[config.mk]
export PLATFORM = sky130hd
export DESIGN_NAME = ansi_sgr_attribute_parser_core
export DESIGN_NICKNAME = d
export VERILOG_FILES = /design/src/hw/rtl/sgrp_pkg.sv /design/src/hw/rtl/sgrp_fifo.sv /design/src/hw/rtl/sgrp_front.sv /design/src/hw/rtl/sgrp_back.sv /design/src/hw/rtl/ansi_sgr_attribute_parser_core.sv
export SDC_FILE = /design/constraint.sdc
export NUM_CORES = 1
export LEC_CHECK = 0
export ABC_AREA = 1
export BUFFER_PORTS_ARGS = -buffer_cell sky130_fd_sc_hd__buf_4
export CAP_MARGIN = 30
export CORE_MARGIN = 3
export CORE_UTILIZATION = 30
export CTS_CLUSTER_DIAMETER = 50
export DETAILED_ROUTE_END_ITERATION = 7
export SLEW_MARGIN = 25
export SYNTH_ARGS = -nofsm -noshare
export SYNTH_HDL_FRONTEND = slang
export SYNTH_HIERARCHICAL = 1
export SYNTH_SLANG_ARGS = --single-unit
[constraint.sdc]
create_clock -name clk -period 6.2 [get_ports clk]
set_input_delay 1.24 -clock clk [delete_from_list [all_inputs] [get_ports clk]]
set_output_delay 1.24 -clock clk [all_outputs]
set_load 0.01 [all_outputs]
[src/hw/rtl/sgrp_pkg.sv]
package sgrp_pkg;

	// Stream characters
	localparam logic [7:0] ESC_BYTE  = 8'd27;
	localparam logic [7:0] CHAR_LBR  = 8'h5B;  // '['
	localparam logic [7:0] CHAR_SEMI = 8'h3B;  // ';'
	localparam logic [7:0] CHAR_M    = 8'h6D;  // 'm'
	localparam logic [7:0] CHAR_0    = 8'h30;  // '0'
	localparam logic [7:0] CHAR_9    = 8'h39;  // '9'

	localparam logic [9:0] PARAM_MAX = 10'd1023;
	localparam logic [9:0] INDEX_MAX = 10'd255;

	// SGR parameter codes
	localparam logic [9:0] CODE_RESET     = 10'd0;
	localparam logic [9:0] CODE_BOLD      = 10'd1;
	localparam logic [9:0] CODE_UNDERLINE = 10'd4;
	localparam logic [9:0] CODE_FG_BASE   = 10'd30;
	localparam logic [9:0] CODE_FG_LAST   = 10'd37;
	localparam logic [9:0] CODE_FG_EXT    = 10'd38;
	localparam logic [9:0] CODE_BG_BASE   = 10'd40;
	localparam logic [9:0] CODE_BG_LAST   = 10'd47;
	localparam logic [9:0] CODE_BG_EXT    = 10'd48;
	localparam logic [9:0] CODE_EXT_SEL   = 10'd5;

	// Queue depths
	localparam int OP_DEPTH  = 4;
	localparam int RES_DEPTH = 4;

	typedef enum logic [1:0] {
		PH_TEXT,
		PH_ESC,
		PH_PARAM
	} phase_t;

	typedef enum logic [1:0] {
		EXT_NONE,
		EXT_WAIT_SEL,
		EXT_WAIT_INDEX
	} ext_t;

	typedef enum logic [1:0] {
		OP_TEXT,      // emit value[7:0] as one glyph
		OP_ESC_PAIR,  // emit ESC, then value[7:0]
		OP_PLAIN,     // apply plain SGR code in value
		OP_EXT        // apply extended palette index in value
	} op_kind_t;

	typedef struct packed {
		op_kind_t   kind;
		logic       ext_bg;
		logic [9:0] value;
	} op_t;

	typedef struct packed {
		logic [7:0] glyph;
		logic       fg_caller;
		logic [7:0] fg_index;
		logic       bg_on;
		logic [7:0] bg_index;
		logic       underline_on;
		logic       bold_on;
		logic       last_out;
	} res_t;

endpackage

[src/hw/rtl/sgrp_fifo.sv]
module sgrp_fifo #(
	parameter int WIDTH = 1,
	parameter int DEPTH = 4
) (
	input  logic             clk,
	input  logic             arst_n,
	input  logic             wr_en,
	input  logic [WIDTH-1:0] wr_data,
	output logic             full,
	input  logic             rd_en,
	output logic [WIDTH-1:0] rd_data,
	output logic             empty
);

	localparam int PTR_W = (DEPTH > 1) ? $clog2(DEPTH) : 1;
	localparam int CNT_W = $clog2(DEPTH + 1);

	logic [WIDTH-1:0] mem_q [DEPTH];
	logic [PTR_W-1:0] wr_ptr_q;
	logic [PTR_W-1:0] rd_ptr_q;
	logic [CNT_W-1:0] count_q;
	logic             do_wr;
	logic             do_rd;

	assign full    = (count_q == CNT_W'(DEPTH));
	assign empty   = (count_q == '0);
	assign do_wr   = wr_en && !full;
	assign do_rd   = rd_en && !empty;
	assign rd_data = mem_q[rd_ptr_q];

	always_ff @(posedge clk) begin
		if (do_wr) begin
			mem_q[wr_ptr_q] <= wr_data;
		end
	end

	always_ff @(posedge clk or negedge arst_n) begin
		if (!arst_n) begin
			wr_ptr_q <= '0;
			rd_ptr_q <= '0;
			count_q  <= '0;
		end else begin
			if (do_wr) begin
				wr_ptr_q <= (wr_ptr_q == PTR_W'(DEPTH - 1)) ? '0 : wr_ptr_q + 1'b1;
			end
			if (do_rd) begin
				rd_ptr_q <= (rd_ptr_q == PTR_W'(DEPTH - 1)) ? '0 : rd_ptr_q + 1'b1;
			end
			unique case ({do_wr, do_rd})
				2'b10: count_q <= count_q + 1'b1;
				2'b01: count_q <= count_q - 1'b1;
				default: count_q <= count_q;
			endcase
		end
	end

endmodule

[src/hw/rtl/sgrp_front.sv]
module sgrp_front (
	input  logic          clk,
	input  logic          arst_n,
	input  logic          accept,
	input  logic [7:0]    in_byte,
	output logic          op_valid,
	output sgrp_pkg::op_t op
);

	import sgrp_pkg::*;

	phase_t     phase_q, phase_d;
	ext_t       ext_q, ext_d;
	logic       ext_bg_q, ext_bg_d;
	logic [9:0] pv_q, pv_d;

	logic [3:0]  digit;
	logic [13:0] pv_next;
	logic [9:0]  pv_sat;
	logic        is_digit;

	assign is_digit = (in_byte >= CHAR_0) && (in_byte <= CHAR_9);
	assign digit    = 4'(in_byte - CHAR_0);
	assign pv_next  = ({4'b0, pv_q} << 3) + ({4'b0, pv_q} << 1) + {10'b0, digit};
	assign pv_sat   = (pv_next > {4'b0, PARAM_MAX}) ? PARAM_MAX : pv_next[9:0];

	always_comb begin
		phase_d   = phase_q;
		ext_d     = ext_q;
		ext_bg_d  = ext_bg_q;
		pv_d      = pv_q;
		op_valid  = 1'b0;
		op.kind   = OP_TEXT;
		op.ext_bg = ext_bg_q;
		op.value  = {2'b0, in_byte};

		unique case (phase_q)
			PH_TEXT: begin
				if (in_byte == ESC_BYTE) begin
					phase_d = PH_ESC;
				end else begin
					op_valid = 1'b1;
				end
			end
			PH_ESC: begin
				priority if (in_byte == CHAR_LBR) begin
					phase_d  = PH_PARAM;
					pv_d     = '0;
					ext_d    = EXT_NONE;
					ext_bg_d = 1'b0;
				end else if (in_byte == ESC_BYTE) begin
					op_valid = 1'b1;
				end else begin
					op_valid = 1'b1;
					op.kind  = OP_ESC_PAIR;
					phase_d  = PH_TEXT;
				end
			end
			PH_PARAM: begin
				priority if (is_digit) begin
					pv_d = pv_sat;
				end else if (in_byte == CHAR_SEMI || in_byte == CHAR_M) begin
					pv_d     = '0;
					op.value = pv_q;
					// resolve the parameter against the pending extended form
					priority if (ext_q == EXT_WAIT_SEL && pv_q == CODE_EXT_SEL) begin
						ext_d = EXT_WAIT_INDEX;
					end else if (ext_q == EXT_WAIT_INDEX) begin
						ext_d    = EXT_NONE;
						op_valid = 1'b1;
						op.kind  = OP_EXT;
						op.value = (pv_q > INDEX_MAX) ? INDEX_MAX : pv_q;
					end else if (pv_q == CODE_FG_EXT || pv_q == CODE_BG_EXT) begin
						ext_d    = EXT_WAIT_SEL;
						ext_bg_d = (pv_q == CODE_BG_EXT);
					end else begin
						ext_d    = EXT_NONE;
						op_valid = 1'b1;
						op.kind  = OP_PLAIN;
					end
					if (in_byte == CHAR_M) begin
						phase_d  = PH_TEXT;
						ext_d    = EXT_NONE;
						ext_bg_d = 1'b0;
					end
				end else begin
					// abandon the open sequence unapplied
					pv_d     = '0;
					ext_d    = EXT_NONE;
					ext_bg_d = 1'b0;
					phase_d  = (in_byte == ESC_BYTE) ? PH_ESC : PH_TEXT;
				end
			end
			default: begin
				phase_d = PH_TEXT;
			end
		endcase

		if (!accept) begin
			op_valid = 1'b0;
		end
	end

	always_ff @(posedge clk or negedge arst_n) begin
		if (!arst_n) begin
			phase_q  <= PH_TEXT;
			ext_q    <= EXT_NONE;
			ext_bg_q <= 1'b0;
			pv_q     <= '0;
		end else if (accept) begin
			phase_q  <= phase_d;
			ext_q    <= ext_d;
			ext_bg_q <= ext_bg_d;
			pv_q     <= pv_d;
		end
	end

endmodule

[src/hw/rtl/sgrp_back.sv]
module sgrp_back (
	input  logic           clk,
	input  logic           arst_n,
	input  sgrp_pkg::op_t  head,
	input  logic           op_empty,
	output logic           op_pop,
	input  logic           res_full,
	output logic           res_push,
	output sgrp_pkg::res_t res
);

	import sgrp_pkg::*;

	logic       half_q;
	logic       fg_caller_q;
	logic       base_caller_q;
	logic [7:0] fg_index_q;
	logic [7:0] bg_index_q;
	logic       bg_on_q;
	logic       underline_q;
	logic       bold_q;

	logic       half_d;
	logic       fg_caller_d;
	logic       base_caller_d;
	logic [7:0] fg_index_d;
	logic [7:0] bg_index_d;
	logic       bg_on_d;
	logic       underline_d;
	logic       bold_d;

	logic needs_out;
	logic first_of_pair;

	assign needs_out     = (head.kind == OP_TEXT) || (head.kind == OP_ESC_PAIR);
	assign first_of_pair = (head.kind == OP_ESC_PAIR) && !half_q;
	assign res_push      = !op_empty && needs_out && !res_full;
	assign op_pop        = !op_empty && (!needs_out || (!res_full && !first_of_pair));

	always_comb begin
		res.glyph        = first_of_pair ? ESC_BYTE : head.value[7:0];
		res.fg_caller    = fg_caller_q;
		res.fg_index     = fg_caller_q ? 8'd0 : fg_index_q;
		res.bg_on        = bg_on_q;
		res.bg_index     = bg_on_q ? bg_index_q : 8'd0;
		res.underline_on = underline_q;
		res.bold_on      = bold_q;
		res.last_out     = !first_of_pair;
	end

	always_comb begin
		half_d        = half_q;
		fg_caller_d   = fg_caller_q;
		base_caller_d = base_caller_q;
		fg_index_d    = fg_index_q;
		bg_index_d    = bg_index_q;
		bg_on_d       = bg_on_q;
		underline_d   = underline_q;
		bold_d        = bold_q;

		if (res_push && head.kind == OP_ESC_PAIR) begin
			half_d = !half_q;
		end

		if (op_pop) begin
			unique case (head.kind)
				OP_TEXT, OP_ESC_PAIR: begin
				end
				OP_EXT: begin
					if (head.ext_bg) begin
						bg_on_d    = 1'b1;
						bg_index_d = head.value[7:0];
					end else begin
						fg_caller_d = 1'b0;
						fg_index_d  = head.value[7:0];
					end
				end
				OP_PLAIN: begin
					priority if (head.value > CODE_FG_BASE && head.value <= CODE_FG_LAST) begin
						fg_caller_d = 1'b0;
						fg_index_d  = 8'(head.value - CODE_FG_BASE);
					end else if (head.value > CODE_BG_BASE && head.value <= CODE_BG_LAST) begin
						bg_on_d    = 1'b1;
						bg_index_d = 8'(head.value - CODE_BG_BASE);
					end else if (head.value == CODE_RESET) begin
						base_caller_d = 1'b0;
						fg_caller_d   = 1'b0;
						fg_index_d    = 8'd0;
						underline_d   = 1'b0;
						bg_on_d       = 1'b0;
						bold_d        = 1'b0;
					end else if (head.value == CODE_BOLD) begin
						bold_d = 1'b1;
					end else if (head.value == CODE_UNDERLINE) begin
						underline_d = 1'b1;
					end else if (head.value == CODE_FG_BASE) begin
						fg_caller_d = base_caller_q;
						fg_index_d  = 8'd0;
					end else if (head.value == CODE_BG_BASE) begin
						bg_on_d = 1'b0;
					end else begin
						// unhandled code: drop
					end
				end
				default: begin
				end
			endcase
		end
	end

	always_ff @(posedge clk or negedge arst_n) begin
		if (!arst_n) begin
			half_q        <= 1'b0;
			fg_caller_q   <= 1'b1;
			base_caller_q <= 1'b1;
			fg_index_q    <= '0;
			bg_index_q    <= '0;
			bg_on_q       <= 1'b0;
			underline_q   <= 1'b0;
			bold_q        <= 1'b0;
		end else begin
			half_q        <= half_d;
			fg_caller_q   <= fg_caller_d;
			base_caller_q <= base_caller_d;
			fg_index_q    <= fg_index_d;
			bg_index_q    <= bg_index_d;
			bg_on_q       <= bg_on_d;
			underline_q   <= underline_d;
			bold_q        <= bold_d;
		end
	end

	// second half of a pair only ever waits on a pair op at the head
	a_half_head: assert property (@(posedge clk) disable iff (!arst_n)
		half_q |-> (!op_empty && head.kind == OP_ESC_PAIR))
		else $error("pair half pending without pair op at head");

	// a non-final beat is always the leading ESC of a pair
	a_nonlast_esc: assert property (@(posedge clk) disable iff (!arst_n)
		(res_push && !res.last_out) |-> (res.glyph == ESC_BYTE))
		else $error("non-final result is not ESC");

	// after the leading ESC beat, the pair waits on its second half
	a_pair_follow: assert property (@(posedge clk) disable iff (!arst_n)
		(res_push && !res.last_out) |=> half_q)
		else $error("pair did not advance to its second half");

	// the pair op leaves the queue only with its final beat
	a_pair_pop: assert property (@(posedge clk) disable iff (!arst_n)
		(op_pop && head.kind == OP_ESC_PAIR) |-> (half_q && res_push))
		else $error("pair op dropped before its second beat");

endmodule

[src/hw/rtl/ansi_sgr_attribute_parser_core.sv]
// Path: an accepted text byte is written into the op queue, then into the
// result queue, and then shows on the result ports (empty low); a byte that
// only updates state gives none.
// Throughput: one byte per cycle while the op queue has room; a lone ESC
// followed by text yields two result beats from the back end.
// Reset: arst_n clears both queues, the parser to plain text and the
// attributes to caller colour, no background, no underline, normal weight.
module ansi_sgr_attribute_parser_core #(
	parameter int OP_DEPTH  = sgrp_pkg::OP_DEPTH,
	parameter int RES_DEPTH = sgrp_pkg::RES_DEPTH
) (
	input  logic       clk,
	input  logic       arst_n,
	// input queue side
	input  logic       push,
	output logic       full,
	input  logic [7:0] in_byte,
	// result queue side
	output logic       empty,
	input  logic       pop,
	output logic [7:0] glyph,
	output logic       fg_caller,
	output logic [7:0] fg_index,
	output logic       bg_on,
	output logic [7:0] bg_index,
	output logic       underline_on,
	output logic       bold_on,
	output logic       last_out
);

	import sgrp_pkg::*;

	localparam int OP_W  = $bits(op_t);
	localparam int RES_W = $bits(res_t);

	logic            accept;
	logic            op_valid;
	op_t             op_in;
	logic [OP_W-1:0] op_rd_data;
	op_t             op_head;
	logic            op_empty;
	logic            op_full;
	logic            op_pop;

	logic             res_push;
	logic             res_full;
	res_t             res_in;
	logic [RES_W-1:0] res_rd_data;
	res_t             res_out;

	// Take a beat whenever the op queue has room; bytes that produce no op
	// are taken too, so the front only stalls on a full op queue.
	assign full   = op_full;
	assign accept = push && !op_full;

	// Front end: parse the byte stream and classify each byte into an op.
	sgrp_front u_front (
		.clk      (clk),
		.arst_n   (arst_n),
		.accept   (accept),
		.in_byte  (in_byte),
		.op_valid (op_valid),
		.op       (op_in)
	);

	// Decoupling queue between the parser and the attribute engine.
	sgrp_fifo #(
		.WIDTH (OP_W),
		.DEPTH (OP_DEPTH)
	) u_op_fifo (
		.clk     (clk),
		.arst_n  (arst_n),
		.wr_en   (op_valid),
		.wr_data (op_in),
		.full    (op_full),
		.rd_en   (op_pop),
		.rd_data (op_rd_data),
		.empty   (op_empty)
	);

	assign op_head = op_t'(op_rd_data);

	// Back end: hold the attributes, apply SGR ops, tag glyphs.
	sgrp_back u_back (
		.clk      (clk),
		.arst_n   (arst_n),
		.head     (op_head),
		.op_empty (op_empty),
		.op_pop   (op_pop),
		.res_full (res_full),
		.res_push (res_push),
		.res      (res_in)
	);

	// Result queue: lets the back end run while the consumer stalls.
	sgrp_fifo #(
		.WIDTH (RES_W),
		.DEPTH (RES_DEPTH)
	) u_res_fifo (
		.clk     (clk),
		.arst_n  (arst_n),
		.wr_en   (res_push),
		.wr_data (res_in),
		.full    (res_full),
		.rd_en   (pop),
		.rd_data (res_rd_data),
		.empty   (empty)
	);

	assign res_out      = res_t'(res_rd_data);
	assign glyph        = res_out.glyph;
	assign fg_caller    = res_out.fg_caller;
	assign fg_index     = res_out.fg_index;
	assign bg_on        = res_out.bg_on;
	assign bg_index     = res_out.bg_index;
	assign underline_on = res_out.underline_on;
	assign bold_on      = res_out.bold_on;
	assign last_out     = res_out.last_out;

endmodule

== After elaboration in Yosys (flattened, before gate mapping) ==
Memory sizes are Yosys's and may differ from the RTL's.
Cells that the tools add are included.
Word-level totals
  RAM bits: 168
  bits of input ports: 12
  memories: 2
  logic and storage cells: 237
  flip-flop bits (word level): 51
  bits in latches: 0
  output and inout bits: 31
  memory bits (read-only): 0
Memory list
  u_res_fifo.mem_q: words 4, width 29, rd ports 1, clocked after memory_dff 0, write ports 1, line sgrp_fifo.sv:18  | logic [WIDTH-1:0] mem_q [DEPTH];
  u_op_fifo.mem_q: words 4, width 13, rd ports 1, clocked after memory_dff 0, write ports 1, line sgrp_fifo.sv:18
Cells by class
  $add $sub $neg: 13
  reduce and logical (&&, ||, !) cells: 47
  equality and inequality tests: 49
  multiplexer cells: 98
  bitwise operators: 2
  div/mod/pow operators: 0
  shift-type cells: 0
  order comparisons: 8
  multipliers: 0
Operators by type and width (count)
  2-to-1 mux 8 bit: 13
  2-to-1 mux 10 bit: 9
  2-to-1 mux 2 bit: 22
  2-to-1 mux 1 bit: 42
  case mux 8 bit (2 select lines): 2
  equality test 10 x 6 -> 1 bit (second input constant): 3
  equality test 10 x 3 -> 1 bit (second input constant): 2
  equality test 2 bit (second input constant): 10
  less-or-equal comparator 10 x 6 -> 1 bit (second input constant): 2
  != test 4 x 2 -> 1 bit (second input constant): 5
  case mux 10 bit (2 select lines): 1
  AND reduction 5 bit: 4
  equality test 8 x 7 -> 1 bit (second input constant): 2
  logical AND 1 bit: 15
  adder 13 x 11 -> 14 bit: 1
  adder 14 x 4 -> 14 bit: 1
  greater-than comparator 14 x 10 -> 1 bit (second input constant): 1
  AND reduction 7 bit: 2
  != test 4 x 3 -> 1 bit (second input constant): 3
  case mux 3 bit (2 select lines): 2
  nonzero test 2 bit: 6
  equality test 10 x 1 -> 1 bit (second input constant): 1
  equality test 10 x 5 -> 1 bit (second input constant): 1
  equality test 2 x 1 -> 1 bit (second input constant): 5
  33 further kinds: 62

== Logic depth before layout (Yosys ltp) ==
  depth after elaboration: 12
  depth in mapped cells: 19
  depth with buffers taken out: 17

== Hierarchy ==
Netlist, hierarchy kept.
By module, submodules not included
  sgrp_fifo at u_res_fifo: cells each 399, sequential area each 3658.5 um^2, times used 1, area each 5144.9 um^2
  sgrp_fifo at u_op_fifo: cells each 212, sequential area each 1736.7 um^2, times used 1, area each 2631.3 um^2
  sgrp_front: cells each 294, sequential area each 375.4 um^2, times used 1, area each 1938.1 um^2
  sgrp_back: cells each 254, sequential area each 553.0 um^2, times used 1, area each 1697.9 um^2
  ansi_sgr_attribute_parser_core: cells each 2, sequential area each 0.0 um^2, times used 1, area each 10.0 um^2

== Worst setup path before layout ==
Ideal clock, no wire load.
  path type: input to register
  start point: in in_byte[7]
  end point: mem u_op_fifo/mem_q[0][0] (netlist name) (enable)
  buffers on the path: 0
  setup slack: 2979 ps
  required time: 5818 ps
  data arrival time: 2839 ps
  stages: 9
  setup time: 382 ps
  path through: nor2_1 -> nand3_1 -> nor2_1 -> o21ai_2 -> inv_2 -> nand3_1 -> a21oi_1 -> nand2_4 -> nor2_1
On the way
  longest elaborated chain between the ends: 9
  elaborated cells between the ends (all ways): 17
  classes of those cells: order compare (2); eq/ne (4); mux (8); reduce/logical (3)
Ends and longest elaborated chain
  start, declared: line ansi_sgr_attribute_parser_core.sv:17  | input logic [7:0] in_byte,
  branches (longest 4 deep; another with >= comparator 8 x 6 -> 1 bit)
  case mux 1 bit (3 select lines) (*): line sgrp_front.sv:37  | unique case (phase_q)
  2-to-1 mux 1 bit (*): line sgrp_front.sv:99  | if (!accept) begin
  net op_valid: line ansi_sgr_attribute_parser_core.sv:37  | logic op_valid;
  logical AND 1 bit (*): line sgrp_fifo.sv:27  | assign do_wr = wr_en && !full;
  2-to-1 mux 1 bit (*): line sgrp_fifo.sv:32  | if (do_wr) begin
  2-to-1 mux 1 bit (implied by the code) (*): line sgrp_fifo.sv:33  | mem_q[wr_ptr_q] <= wr_data;
  end, declared: line sgrp_fifo.sv:18
Mark *: on every way through the listed nets, which the timed path passes.

== Final worst setup path ==
  start point: reg u_res_fifo.rd_ptr_q[0]
  end point: out glyph[5]
On the way
  longest elaborated chain between the ends: 1
Ends and longest elaborated chain
  start, declared: line sgrp_fifo.sv:20  | logic [PTR_W-1:0] rd_ptr_q;
  start signal, assigned: line sgrp_fifo.sv:47  | rd_ptr_q <= (rd_ptr_q == PTR_W'(DEPTH - 1)) ? '0 : rd_ptr_q + 1'b1;
  memory read (4 x 29 bit)
  end, declared: line ansi_sgr_attribute_parser_core.sv:21  | output logic [7:0] glyph,
No other way between the ends.

==> flow_summary.ini <==
[drt]
drt_iter0_drc = 494
dr.pass1.iters = 5
vias_per_cell = 4.47
wl_per_cell_um = 13.6
drcViolationCount = 0
ant_nets = 0
wirelength_um = 23400
num_vias = 7682

[cts]
cts.clk_slew.worst_paths_ns = 0.06
cts_max_level = 1
hold_buffers = 0
post_cts_resized = 0
cts_tree = done
cts_root_buffer = clkbuf_16
cts_setup_buffers = 0
cts_sinks = 219
clockBufferDepth = 3
cts_buffers = 24
clk_latency_ns = 0.52

[logic_synthesis]
synth_common_cells = 315 x nand2_1, 195 x inv_1, 168 x edfxtp_1, 58 x nand3_1, 58 x nor2_1
synth_async_sr_flop_share_pct = 23.3
synth-seq-cells = 219
syn_area_per_cell_um2 = 9.84
synth_cell_type_count = 47
syn_nets = 1217
ys_warn_count = 6
ys_seq_area_share_pct = 55.4
yosysTopAreaCell = edfxtp_1
syn_area_um2 = 11400
synth_top_area_share_pct = 44.2
synth_area_leaders = edfxtp_1 44%, dfrtp_1 11%, nand2_1 10%
synth_edf_count = 168
synth_cells = 1161
synth_most_common_cell = nand2_1
synthFlopType = edfxtp_1

[cells_and_area]
drive_above_1_share_pct = 14.9
fin_area_um2 = 12900
final_net_count = 1254
syn2layout_area_growth_pct = 12.9
utilization_pct = 34.8
stdcell_count = 1720
n_antenna_cell = 0

[sta]
grt_setup_unrepaired = no
slew_headroom_pct = 40.3
setup_violations = 0
worstMarginPinSlew_ns = 0.896
setup_tns_ns = 0
min_period_over_period_pct = 61.6
hold_viol_final = 0
slew_viol_final = 0
fmax_ghz = 0.262
clock-skew-final_ns = 0.0188
finalCriticalPeriod_ns = 3.82

[power]
vdd_drop_max_mv = 0.200
power.density_nw_per_um2 = 495
p_leak_uw = 0.00572

[status]
status = finished clean

[global_route]
grt_pass1_wl_um = 38200
grt_pass1_vias = 7304
grt_max_degree = 86
grt_overflow_total = 0
grt_util_all_layers_pct = 11.4
antenna_found_initial = 0

[placed_design]
dpl-instance-area_um2 = 12100
port_buffers = 42
hpwl_um = 15900
gp_congestion = 0.857
dp.cells = 1674

[die]
io_pins = 43
num_rows = 70
die_x_um = 201
coreArea_um2 = 37000
dieArea_um2 = 40500
die_h_um = 201
initial_core_util_pct = 30.8

[critical_path]
cp_slowest_cell = dfrtp_4
crit_fanout = 85
crit_buf_inv = 2
worstPathRequired_ns = 4.96
path_class = reg2out
cpLargestDelayFamily = flip-flops
max_stage_delay_ns = 0.99
start_kind = flip-flop
crit_chain = buf_4 -> nand2_1 -> o211ai_1 -> nand2_1 -> buf_4
cp.arrival_ns = 2.58
critPathCaptureType = output pin

[flow_run]
cap_violations = 0

[hold_path]
hp-class = reg2reg
## final timing paths
kind	from	to	slack [ns]	cells after the start
min in group asynchronous	arst_n	u_front/pv_q[3]$_DFFE_PN0P_	0.78	1
max	u_res_fifo/rd_ptr_q[0]$_DFFE_PN0P_	glyph[5]	2.38	5
max reg2reg	u_op_fifo/rd_ptr_q[1]$_DFFE_PN0P_	u_op_fifo/count_q[2]$_DFFE_PN0P_	3.08	15
max in group asynchronous	arst_n	u_res_fifo/rd_ptr_q[0]$_DFFE_PN0P_	4.87	1
min	u_back/fg_index_q[0]$_DFFE_PN0P_	u_back/fg_index_q[0]$_DFFE_PN0P_	0.47	2
min reg2reg	u_back/fg_index_q[0]$_DFFE_PN0P_	u_back/fg_index_q[0]$_DFFE_PN0P_	0.47	2
## cell families (layout without fill, tap and decap cells)
kind of cell	after synthesis	after routing	share of synthesized area [%]
AO/OA/AOI/OAI	135	135	9.51
XOR/XNOR	15	15	1.15
adder cells (fa/ha/maj)	44	44	5.08
buffers and inverters	246	301	9.30
flip-flops	219	219	55.4
AND/OR/NAND/NOR	502	502	19.6
## worst reg2reg max path: stages (launching register included)
cell,delay [ns]
dfrtp_1,0.58
inv_2,0.36
o211ai_1,0.18
nand2_1,0.22
inv_2,0.09
a21o_1,0.21
nor2_4,0.16
nand2_1,0.11
inv_1,0.12
ha_1,0.19
inv_1,0.08
fa_1,0.39
nand2_1,0.12
nand3_1,0.09
nand2_1,0.06
nand2_1,0.05
## routing by layer
layer  wire length, um  track usage (%)  share of wire (%)  vias up
li1                  -                -                  -     3903
met4               409             2.13                1.7        0
met1             10800             15.8                 46     3572
met2             11000             19.2                 47      175
met5                 0                0                  0        -
met3              1230             1.97                5.3       32
## state kept, by name, indices dropped and copies added (netlist names), 2 cells and up
signal	cells
u_res_fifo/mem_q	116
u_op_fifo/mem_q	52
u_front/pv_q	10
u_back/bg_index_q	8
u_back/fg_index_q	8
u_op_fifo/count_q	3
u_res_fifo/count_q	3
u_front/ext_q	2
u_front/phase_q	2
u_op_fifo/rd_ptr_q	2
u_op_fifo/wr_ptr_q	2
u_res_fifo/rd_ptr_q	2
u_res_fifo/wr_ptr_q	2
## final cells by class
class | instances | area [um^2]
inverters | 206 | 773
fillers | 3709 | 24200
flip-flops and latches | 219 | 6330
well taps | 504 | 631
repair buffers | 51 | 383
clock inverters | 9 | 66.3
clock buffers | 35 | 662
multi-input cells | 696 | 4050
## cell usage in the layout, fill, tap and decap left out, types with 2 or more instances in the layout
cell type	Yosys	final
a31oi_1	2	2
nand2_4	2	2
nor3_2	2	2
nor4_1	3	3
nand4_1	17	17
nor2_4	6	6
dfstp_2	2	2
o21ai_1	10	10
buf_4	9	50
o21ai_2	2	2
nand2_1	315	315
or2_1	2	2
ha_1	40	40
o21ai_0	16	16
nor2_2	6	12
inv_2	10	10
xor2_1	10	10
inv_1	195	195
nand4_2	2	2
a21oi_2	3	3
nand3_1	58	58
fa_1	4	4
o211ai_2	31	31
clkbuf_1	4	9
nand3_2	7	7
clkbuf_8	1	2
nand2_2	11	11
nor2_1	58	52
nor3_1	8	8
a21oi_1	12	12
edfxtp_1	168	168
dfrtp_1	49	48
o211ai_1	55	55
xnor2_1	5	5
clkbuf_16	0	24
clkinv_2	0	6
## power breakdown
group	switching (uW)	internal, uW	total [uW]
clock	545	747	1290
combinational	1770	903	2670
sequential	248	2170	2420
## through the flow
step / total power, uW / worst slack [ns] / hold slack [ns]
global route: 6910 / 2.23 / 0.489
global placement: 5100 / 2.40 / 0.458
CTS: 6470 / 2.37 / 0.474
floorplan: 4380 / 2.98 / 0.442
detailed placement: 5160 / 2.31 / 0.460
finish: 6380 / 2.38 / 0.471
(Power assumes the default switching activity.)
